--- config.mk ---
export PLATFORM = sky130hd
export DESIGN_NAME = servo_position_mapper_unit
export DESIGN_NICKNAME = d
export VERILOG_FILES = /design/src/sv/spm_pkg.sv /design/src/sv/servo_position_mapper_unit.sv
export SDC_FILE = /design/constraint.sdc
export NUM_CORES = 2
export LEC_CHECK = 0
export ABC_CLOCK_PERIOD_IN_PS = 9200
export BUFFER_PORTS_ARGS = -buffer_cell sky130_fd_sc_hd__buf_2
export CORE_MARGIN = 1
export CORE_UTILIZATION = 40
export CTS_CLUSTER_DIAMETER = 50
export CTS_CLUSTER_SIZE = 28
export DETAILED_ROUTE_END_ITERATION = 7
export PLACE_DENSITY_LB_ADDON = 0.1
export SETUP_SLACK_MARGIN = 0.15
export SLEW_MARGIN = 25
export SYNTH_ARGS = -nofsm -noshare
export SYNTH_HDL_FRONTEND = slang
export SYNTH_SLANG_ARGS = --single-unit
--- constraint.sdc ---
create_clock -name clk -period 9.2 [get_ports clk]
set_input_delay 0 -clock clk [delete_from_list [all_inputs] [get_ports clk]]
set_output_delay 0 -clock clk [all_outputs]
set_load 0.005 [all_outputs]
--- src/sv/spm_pkg.sv ---
// Shared constants, codes and types for the servo position mapper.
// No dependencies; imported by servo_position_mapper_unit.
package spm_pkg;

  // Channel count and table index width
  localparam int CHANNELS = 16;
  localparam int CH_W     = (CHANNELS > 1) ? $clog2(CHANNELS) : 1;

  // Command codes
  localparam logic [2:0] CMD_SET_PULSE = 3'd0;
  localparam logic [2:0] CMD_SET_ANGLE = 3'd1;
  localparam logic [2:0] CMD_OFF       = 3'd2;
  localparam logic [2:0] CMD_ALL_OFF   = 3'd3;
  localparam logic [2:0] CMD_READ      = 3'd4;

  // Configuration register indexes
  localparam logic [1:0] REG_MIN_PULSE = 2'd0;
  localparam logic [1:0] REG_MAX_PULSE = 2'd1;
  localparam logic [1:0] REG_MIN_ANGLE = 2'd2;
  localparam logic [1:0] REG_MAX_ANGLE = 2'd3;

  // Configuration reset values
  localparam logic [15:0] RST_MIN_PULSE = 16'd500;
  localparam logic [15:0] RST_MAX_PULSE = 16'd2500;
  localparam logic [16:0] RST_MIN_ANGLE = 17'd0;
  localparam logic [16:0] RST_MAX_ANGLE = 17'd18000;

  // Pulse limits and duty conversion (50 Hz frame, 12-bit duty)
  localparam logic [11:0] PULSE_FLOOR = 12'd100;
  localparam logic [11:0] PULSE_CEIL  = 12'd3000;
  localparam logic [11:0] DUTY_MAX    = 12'd4095;
  localparam logic [16:0] FRAME_US    = 17'd20000;
  localparam logic [23:0] FRAME_HALF  = 24'd10000;
  localparam int          DUTY_SHIFT  = 12;

  // Duty by reciprocal: (pulse * 4096 + 10000) / 20000 equals
  // ((pulse << 7) + 312) / 625, exact as (x * ceil(2^28 / 625)) >> 28
  // for any 12-bit pulse
  localparam logic [19:0] DUTY_BIAS   = 20'd312;
  localparam logic [19:0] DUTY_RECIP  = 20'd429497;
  localparam int          DUTY_RSHIFT = 28;

  // Divider: two quotient bits per cycle
  localparam int          DQ_W        = 36;
  localparam int          CNT_W       = 5;
  localparam logic [4:0]  STEPS_ANGLE = 5'd18;

  // Sequencer states
  typedef enum logic [3:0] {
    S_IDLE,
    S_DECODE,
    S_RANGE,
    S_MUL,
    S_DIV_LOAD,
    S_ANG_DIV,
    S_ADD,
    S_CLAMP,
    S_DUTY_LOAD,
    S_DUTY_END,
    S_FINISH
  } state_t;

endpackage

--- src/sv/servo_position_mapper_unit.sv ---
// Servo position mapper: command decode, pulse table, angle interpolation over
// one restoring divider and duty conversion by reciprocal multiply.
// Depends on spm_pkg.
//
// A request is taken when start is high and busy is low; busy stays high until
// the result has been shown. The done signal is high for a single cycle, in
// which the result is valid on the outputs; the receiver cannot stall it.
// From decode, channel off, all off and rejected requests go to finish;
// a read (or unknown code) passes through duty load, and also through duty
// end when the channel is driven, as set pulse does. Set angle passes range,
// multiply, divider load, the interpolation divide, add and clamp before duty
// load and duty end. The divider retires two quotient bits per cycle and sets
// the length of a set-angle request. Configuration writes are taken at any
// edge with wr_en high.
module servo_position_mapper_unit
  import spm_pkg::*;
(
  input  logic               clk,
  input  logic               rst,
  input  logic               start,
  output logic               busy,
  output logic               done,
  input  logic               wr_en,
  input  logic [1:0]         wr_index,
  input  logic [16:0]        wr_data,
  input  logic [2:0]         command,
  input  logic [7:0]         channel,
  input  logic [15:0]        pulse_request_us,
  input  logic signed [16:0] angle_request,
  output logic [3:0]         out_channel,
  output logic [11:0]        pulse_us,
  output logic [11:0]        duty_count,
  output logic               rejected
);

  state_t state, state_next;

  // Configuration
  logic [15:0]        min_pulse_us;
  logic [15:0]        max_pulse_us;
  logic signed [16:0] min_angle;
  logic signed [16:0] max_angle;

  // Latched request
  logic [2:0]         cmd_r;
  logic [7:0]         ch_r;
  logic [15:0]        req_r;
  logic signed [16:0] ang_r;

  // Pulse table
  logic [11:0] pulse_table [CHANNELS];

  // Interpolation datapath
  logic signed [17:0] diff;
  logic [16:0]        span;
  logic signed [34:0] num;
  logic               neg;
  logic [36:0]        psum;

  // Divider
  logic [16:0]      rem;
  logic [DQ_W-1:0]  dq;
  logic [16:0]      divisor;
  logic [CNT_W-1:0] cnt;

  // Duty conversion
  logic [39:0]      duty_prod;

  // Combinational helpers
  logic               ch_ok;
  logic [CH_W-1:0]    idx;
  logic [11:0]        req_clamped;
  logic signed [16:0] ang_lo;
  logic signed [16:0] ang_cl;
  logic signed [17:0] diff_c;
  logic signed [17:0] span_c;
  logic signed [16:0] pd;
  logic [34:0]        mag;
  logic [36:0]        q_signed;
  logic [19:0]        duty_num;
  logic [17:0]        r1s, r2s;
  logic               b1, b2;
  logic [16:0]        r1, r2;
  logic [DQ_W-1:0]    dq1, dq2;

  // Decode and range helpers
  always_comb begin
    ch_ok = (ch_r < 8'(CHANNELS));
    idx   = ch_r[CH_W-1:0];
    if (req_r < 16'(PULSE_FLOOR)) begin
      req_clamped = PULSE_FLOOR;
    end else if (req_r > 16'(PULSE_CEIL)) begin
      req_clamped = PULSE_CEIL;
    end else begin
      req_clamped = req_r[11:0];
    end
    ang_lo = (ang_r < min_angle) ? min_angle : ang_r;
    ang_cl = (ang_lo > max_angle) ? max_angle : ang_lo;
    diff_c = {ang_cl[16], ang_cl} - {min_angle[16], min_angle};
    span_c = {max_angle[16], max_angle} - {min_angle[16], min_angle};
    pd     = $signed({1'b0, max_pulse_us}) - $signed({1'b0, min_pulse_us});
    mag    = num[34] ? 35'(-num) : 35'(num);
    q_signed = neg ? (37'd0 - {1'b0, dq}) : {1'b0, dq};
    duty_num = {1'b0, pulse_us, 7'd0} + DUTY_BIAS;
  end

  // Divider: two restoring steps per cycle
  always_comb begin
    r1s = {rem, dq[DQ_W-1]};
    b1  = (r1s >= {1'b0, divisor});
    r1  = b1 ? 17'(r1s - {1'b0, divisor}) : r1s[16:0];
    dq1 = {dq[DQ_W-2:0], b1};
    r2s = {r1, dq1[DQ_W-1]};
    b2  = (r2s >= {1'b0, divisor});
    r2  = b2 ? 17'(r2s - {1'b0, divisor}) : r2s[16:0];
    dq2 = {dq1[DQ_W-2:0], b2};
  end

  // Next state
  always_comb begin
    state_next = state;
    case (state)
      S_IDLE: begin
        if (start) state_next = S_DECODE;
      end
      S_DECODE: begin
        if (cmd_r == CMD_ALL_OFF || !ch_ok || cmd_r == CMD_OFF) begin
          state_next = S_FINISH;
        end else if (cmd_r == CMD_SET_ANGLE) begin
          state_next = S_RANGE;
        end else begin
          state_next = S_DUTY_LOAD;
        end
      end
      S_RANGE:     state_next = S_MUL;
      S_MUL:       state_next = S_DIV_LOAD;
      S_DIV_LOAD:  state_next = S_ANG_DIV;
      S_ANG_DIV: begin
        if (cnt == CNT_W'(1)) state_next = S_ADD;
      end
      S_ADD:       state_next = S_CLAMP;
      S_CLAMP:     state_next = S_DUTY_LOAD;
      S_DUTY_LOAD: begin
        state_next = (pulse_us == 12'd0) ? S_FINISH : S_DUTY_END;
      end
      S_DUTY_END:  state_next = S_FINISH;
      S_FINISH:    state_next = S_IDLE;
      default:     state_next = S_IDLE;
    endcase
  end

  // Handshake outputs
  always_comb begin
    busy = (state != S_IDLE);
    done = (state == S_FINISH);
  end

  // Sequencer state and configuration
  always_ff @(posedge clk) begin
    if (rst) begin
      state        <= S_IDLE;
      min_pulse_us <= RST_MIN_PULSE;
      max_pulse_us <= RST_MAX_PULSE;
      min_angle    <= RST_MIN_ANGLE;
      max_angle    <= RST_MAX_ANGLE;
    end else begin
      state <= state_next;
      if (wr_en) begin
        case (wr_index)
          REG_MIN_PULSE: min_pulse_us <= wr_data[15:0];
          REG_MAX_PULSE: max_pulse_us <= wr_data[15:0];
          REG_MIN_ANGLE: min_angle    <= wr_data;
          REG_MAX_ANGLE: max_angle    <= wr_data;
          default: ;
        endcase
      end
    end
  end

  // Pulse table: clear on reset and all off, write on set and off
  always_ff @(posedge clk) begin
    if (rst) begin
      for (int i = 0; i < CHANNELS; i++) pulse_table[i] <= 12'd0;
    end else begin
      case (state)
        S_DECODE: begin
          if (cmd_r == CMD_ALL_OFF) begin
            for (int i = 0; i < CHANNELS; i++) pulse_table[i] <= 12'd0;
          end else if (ch_ok) begin
            if (cmd_r == CMD_SET_PULSE) pulse_table[idx] <= req_clamped;
            else if (cmd_r == CMD_OFF) pulse_table[idx] <= 12'd0;
          end
        end
        S_CLAMP: begin
          if (psum[36]) begin
            pulse_table[idx] <= PULSE_FLOOR;
          end else if (psum > 37'(PULSE_CEIL)) begin
            pulse_table[idx] <= PULSE_CEIL;
          end else if (psum < 37'(PULSE_FLOOR)) begin
            pulse_table[idx] <= PULSE_FLOOR;
          end else begin
            pulse_table[idx] <= psum[11:0];
          end
        end
        default: ;
      endcase
    end
  end

  // Datapath: latch request, interpolate, divide, convert
  always_ff @(posedge clk) begin
    case (state)
      S_IDLE: begin
        cmd_r <= command;
        ch_r  <= channel;
        req_r <= pulse_request_us;
        ang_r <= angle_request;
      end
      S_DECODE: begin
        out_channel <= ch_r[3:0];
        duty_count  <= 12'd0;
        if (cmd_r == CMD_ALL_OFF) begin
          rejected <= 1'b0;
          pulse_us <= 12'd0;
        end else if (!ch_ok) begin
          rejected <= 1'b1;
          pulse_us <= 12'd0;
        end else begin
          rejected <= 1'b0;
          case (cmd_r)
            CMD_SET_PULSE: pulse_us <= req_clamped;
            CMD_OFF:       pulse_us <= 12'd0;
            default:       pulse_us <= pulse_table[idx];
          endcase
        end
      end
      S_RANGE: begin
        diff <= diff_c;
        span <= (span_c < 18'sd1) ? 17'd1 : span_c[16:0];
      end
      S_MUL: begin
        num <= 35'(diff * pd);
      end
      S_DIV_LOAD: begin
        neg     <= num[34];
        rem     <= 17'd0;
        dq      <= {1'b0, mag};
        divisor <= span;
        cnt     <= STEPS_ANGLE;
      end
      S_ANG_DIV: begin
        rem <= r2;
        dq  <= dq2;
        cnt <= cnt - CNT_W'(1);
      end
      S_ADD: begin
        psum <= {21'd0, min_pulse_us} + q_signed;
      end
      S_CLAMP: begin
        if (psum[36]) begin
          pulse_us <= PULSE_FLOOR;
        end else if (psum > 37'(PULSE_CEIL)) begin
          pulse_us <= PULSE_CEIL;
        end else if (psum < 37'(PULSE_FLOOR)) begin
          pulse_us <= PULSE_FLOOR;
        end else begin
          pulse_us <= psum[11:0];
        end
      end
      // Scale the pulse by the reciprocal of the frame length
      S_DUTY_LOAD: begin
        duty_prod <= 40'(duty_num) * 40'(DUTY_RECIP);
      end
      // The quotient stays below DUTY_MAX for any 12-bit pulse
      S_DUTY_END: begin
        duty_count <= duty_prod[DUTY_RSHIFT +: 12];
      end
      default: ;
    endcase
  end

`ifndef SYNTH
  // Return to idle right after the result cycle
  a_done_idle: assert property (@(posedge clk) disable iff (rst)
    done |=> !busy)
    else $error("block still busy after result");

  // A taken request makes the block busy
  a_accept_busy: assert property (@(posedge clk) disable iff (rst)
    (start && !busy) |=> busy)
    else $error("request taken but block not busy");

  // Rejected requests report nothing stored
  a_reject_zero: assert property (@(posedge clk) disable iff (rst)
    (done && rejected) |-> (pulse_us == 12'd0 && duty_count == 12'd0))
    else $error("rejected result carries a pulse");

  // An off channel has zero duty, an on channel a nonzero one in range
  a_off_duty: assert property (@(posedge clk) disable iff (rst)
    (done && pulse_us == 12'd0) |-> (duty_count == 12'd0))
    else $error("duty nonzero for an off channel");

  a_pulse_range: assert property (@(posedge clk) disable iff (rst)
    (done && pulse_us != 12'd0) |->
      (pulse_us >= PULSE_FLOOR && pulse_us <= PULSE_CEIL && duty_count != 12'd0))
    else $error("stored pulse out of range");
`endif

endmodule
* Word level (Yosys, flattened, before mapping) *
Memories as Yosys holds them, arrays and structs flattened. A register that Yosys moved wholly into a read port is not among the register bits.
Cells that the tools add are included.

storage, ports and cells
  flip-flop bits (word level) = 365
  RAM bits = 192
  bits of input ports = 67
  output and inout bits = 31
  memories = 1

cells by class
  bitwise logic cells = 21
  $add $sub $neg = 10
  equality and inequality tests = 19
  $mul = 2
  reduce and logical (&&, ||, !) cells = 17
  mux-type cells = 91
  magnitude comparators = 10

memories
  memory       depth  width  rd ports  clocked after memory_dff  wr ports  line                              source
  pulse_table  16     12     1         1                         16        servo_position_mapper_unit.sv:51  logic [11:0] pulse_table [CHANNELS];

operators by type and width
  operator                                                                           number
  12-bit two-way mux                                                                 29
  12-bit case mux with 2 select lines                                                3
  36-bit case mux with 2 select lines                                                1
  17-bit two-way mux                                                                 4
  1-bit two-way mux                                                                  42
  4-bit case mux with 10 select lines                                                1
  20-bit by 19-bit multiplier with 39-bit output, second input constant              1
  16-bit by 37-bit adder with 37-bit output                                          1
  37-bit by 12-bit greater-than comparator with 1-bit output, second input constant  1
  37-bit by 7-bit less-than comparator with 1-bit output, second input constant      1
  37-bit two-way mux                                                                 1
  1-bit by 36-bit subtractor with 37-bit output, first input constant                1
  18-bit by 17-bit >= comparator with 1-bit output                                   2
  17-bit by 17-bit subtractor with 18-bit output                                     2
  18-bit by 17-bit multiplier with 35-bit output                                     1
  35-bit two-way mux                                                                 1
  35-bit negation                                                                    1
  17-bit case mux with 2 select lines                                                1
  17-bit subtractor                                                                  2
  4-bit two-way mux                                                                  6
  1-bit bitwise OR                                                                   21
  19-bit by 9-bit adder with 20-bit output, second input constant                    1
  18-bit by 2-bit less-than comparator with 1-bit output, second input constant      1
  17-bit greater-than comparator                                                     1
  other kinds (28)                                                                   44

* Longest topological paths before layout *
  word-level depth = 15
  depth in mapped cells = 33

* Least setup slack after synthesis *
OpenSTA, ideal clock, no wires.

  kind = reg-to-reg
  start = register min_pulse_us[1]
  end = register num[31] (data pin)
  cell stages (with the launch flop) = 32
  arrival time = 7.976 ns
  slack = 0.965 ns
  data required time = 8.941 ns
  path buffers = 1
  cell sequence = dfxtp_1 > inv_1 > ha_1 > nor2b_1 > o21ai_0 > a21boi_0 > o21ai_1 > a211oi_1 > o31ai_1 > nor2_1 > a311oi_1 > clkbuf_1 > nand2_1 > fa_1 > fa_1 > inv_1 > fa_1 > fa_1 > fa_1 > inv_1 > fa_1 > inv_1 > ha_1 > a21oi_1 > o21ai_0 > a22oi_1 > o311ai_0 > a21o_1 > a211oi_1 > o21ai_0 > a31oi_1 > xnor2_1

on the way
  longest elaborated chain between the ends = 2

RTL lines
  item                                            line                               source
  start: declaration                              servo_position_mapper_unit.sv:39   logic [15:0] min_pulse_us;
  start signal: assignment                        servo_position_mapper_unit.sv:170  REG_MIN_PULSE: min_pulse_us <= wr_data[15:0];
  16-bit by 16-bit subtractor with 17-bit output  servo_position_mapper_unit.sv:101  pd = $signed({1'b0, max_pulse_us}) - $signed({1'b0, min_pulse_us});
  18-bit by 17-bit multiplier with 35-bit output  servo_position_mapper_unit.sv:242  num <= 35'(diff * pd);
  end signal: assignment                          servo_position_mapper_unit.sv:242
  end: declaration                                servo_position_mapper_unit.sv:56   logic signed [34:0] num;

Every way passes these cells.
A chain may end at the register's enable or synchronous reset.

* Worst setup path after layout *
  start = register max_pulse_us[0]
  end = register num[34] (data pin)

on the way
  longest elaborated chain between the ends = 2

RTL lines
  item                                            line                               source
  start: declaration                              servo_position_mapper_unit.sv:40   logic [15:0] max_pulse_us;
  start signal: assignment                        servo_position_mapper_unit.sv:171  REG_MAX_PULSE: max_pulse_us <= wr_data[15:0];
  16-bit by 16-bit subtractor with 17-bit output  servo_position_mapper_unit.sv:101
  18-bit by 17-bit multiplier with 35-bit output  servo_position_mapper_unit.sv:242

Every way passes these cells.

==> metrics <==
Vias/cell=5.165; CP Class=register to register; post-synthesis simple-gate area fraction=0.1422; asr flop ratio synth=0; Starting Density=0.4034; post-synth top area cell=edfxtp_1; unrepaired setup endpoints after global routing=no; Worst Setup End Kind=register; clk slew on worst S/H paths=70 ps; wire length per cell=19.57 µm; first-pass iteration count of the detailed router=5; multiplexer share of the synthesized area=0.04360; clock root buffer master=clkbuf_16; Longest Clk Path Bufs=3; Final #Nets=5,407; Synth Area in Adders=0.2789; Detailed Place HPWL=92,520 µm; Seq/Total Area, Yosys=0.3362; Site Rows=123; ant diodes=0; clk sinks=532; vias in the first global route=32,870; initial DRC count=2,151; die width=338.6 µm; HP Class=input pin to register; Worst EP required=9560 ps; reg-to-reg endpoint=num[34]; PortBufs=96; layout cells sized above 1=0.1027; WHS=45.12 ps; reg2reg setup slack=630 ps; CP max-delay cell=fa_1; worst hold path stage count=5; Worst Skew=69.64 ps; Clk Latency, worst-skew pair=670 ps; Worst Reg2Reg Path Length in Cells=31; post-synth top area share=0.3035; I/O pin cnt=98; Compound-Gate Fraction of Synth Area=0.08971; Setup TNS=0 ps; Mean Syn Cell Area=10.25 µm²; Final Max Tran Viols=0; Slew headroom=0.2599; Tcrit/Tclk final=0.9321; Placeable Area=112,300 µm²; syn nets=5,254; Post-synth top flop=edfxtp_1; Final ANT Viol Nets=0; Synth Register Bits=532; Post-Route WL=120,100 µm; # DRC=0; synth unique cells=102; launch point of the worst path=max_pulse_us[0]; initial antenna violation count=0; Die Area=114,600 µm²; CP peak stage delay=540 ps; H-tree depth=3; Synth area leaders=edfxtp_1 30%, fa_1 18%, ha_1 9.9%; largest net degree at the start of global routing=79; Yosys Warn Count=0; Max Freq=0.1166 GHz; DR vias=31,690; CTS tree=built; first-pass GRT wire length=191,000 µm; Placer Congestion=0.8603; Mapped Area=45,320 µm²; Hold Path Sink=min_pulse_us[13]; Area Overhead vs Synth=12.74%; Gate Count Post-Synth=4,421; XOR/XNOR Fraction of Synth Area=0.04155; Worst R2R Start=max_pulse_us[0]; Hold Startpoint=wr_en; Final Hold Fails=0; total gr overflow=0; Post-synth EDFFs=458; Worst Tran Pin Value=1110 ps; critical-path maximum fanout=18; Max Cap Viol=0; CP dominant cell by count=fa_1; CTS Buf Count=74; Setup violations, final=0; status=finished clean; Die H=338.6 µm; CP Launch Type=register; Critical Path AT=8930 ps; largest family of logic cells by synthesized area=adder cells; crit path time final=8575 ps; overall routing resource usage=0.2122
-- stage by stage --
step           std cells    util  setup slack, ps  instance area, µm²
5_1_grt             6135  0.4547            137.9               51090
6_report            6135  0.4547            625.1               51090
4_1_cts             6133  0.4540            223.6               51010
3_5_place_dp        5914  0.4234            300.1               47570
2_1_floorplan       4421       -            965.1               45320
3_3_place_gp        5912  0.4232            377.1               47550
-- cells by family (layout without fill, tap and decap cells) --
family / count (synthesis) / after routing
compound gates: 614 / 614
xor+xnor: 215 / 215
fa+ha+maj: 766 / 766
buf+inv: 806 / 1020
flops: 532 / 532
mux: 117 / 117
other cells: 1 / 1
simple gates: 1370 / 1370
-- how the worst max path moves through the flow --
| stage | slack, ps | endpoint | depth (start not counted) |
|---|---|---|---|
| finish | 630 | num[34] | 31 |
| floorplan | 970 | num[31] | 31 |
| detailed placement | 300 | num[34] | 31 |
| global route | 140 | num[34] | 31 |
| CTS | 220 | num[34] | 31 |
| global placement | 380 | num[34] | 31 |
-- layout by cell type, fill, tap and decap left out, types with 79 or more instances in the layout --
cell type / n
ha_1: 359
o21ai_0: 146
inv_1: 650
edfxtp_1: 458
nor2_1: 407
dlygate4sd3_1: 82
xor2_1: 79
nand2_1: 469
a21oi_1: 162
fa_1: 407
and2_1: 100
buf_2: 97
xnor2_1: 131
-- layout make-up --
| cell class | instances | area, µm² |
|---|---|---|
| clock buffers | 79 | 1881 |
| clock inverters | 58 | 738.2 |
| fillers | 10640 | 61260 |
| inverters | 651 | 2444 |
| multi-input cells | 3083 | 27190 |
| flip-flops and latches | 532 | 15240 |
| well taps | 1500 | 1877 |
| repair buffers | 232 | 1715 |
-- sequential cells by signal, indices dropped and copies added (netlist names), 12 cells and up, named ones only --
name          flops
max_pulse_us     16
min_pulse_us     16
dq               36
divisor          17
pulse_us         12
span             17
num              35
psum             37
diff             18
max_angle        17
ang_r            17
min_angle        17
req_r            16
pulse_table     192
rem              17
-- per-layer routing --
layer	share of wire	track usage	up-vias	wire length [µm]
li1	-	-	15210	-
met1	0.46	0.2903	15620	54820
met2	0.48	0.3563	711	57400
met3	0.044	0.02804	146	5339
met4	0.021	0.05006	0	2506
met5	0	0	-	0
-- cell usage after synthesis (all sizes together), types with 25 or more instances --
library cell  count
ha              359
a211oi           25
dfxtp            74
o21a             33
nor2            409
o21ai           156
nor3             63
a21o             40
nand3            60
buf              26
fa              407
a21oi           163
xnor2           136
or3              25
nand4            27
edfxtp          458
mux4             60
inv             651
o31ai            33
mux2             43
xor2             79
and2            101
clkbuf          129
nand2b           27
nor2b            64
nand2           469
nor4             26
-- what timing repair did --
| item | in CTS | in global routing |
|---|---|---|
| hold buffers | 82 | 0 |
| resized for setup | 0 | 11 |
| setup endpoints to repair | 0 | 9 |
| buffers inserted | 0 | 1 |
| endpoints found under the hold margin | 116 | 0 |
-- critical path: cells and delay by family (launching register included) --
family | cells | cell delay [ps]
buffers and inverters | 4 | 400
flip-flops | 1 | 330
AO/OA/AOI/OAI | 15 | 3030
XOR/XNOR | 1 | 130
adder cells (fa/ha/maj) | 9 | 4120
AND/OR/NAND/NOR | 2 | 240
Power is left out: the tool's default activity adds up to more than one toggle a clock period on the data nets, which glitch-free logic cannot reach.
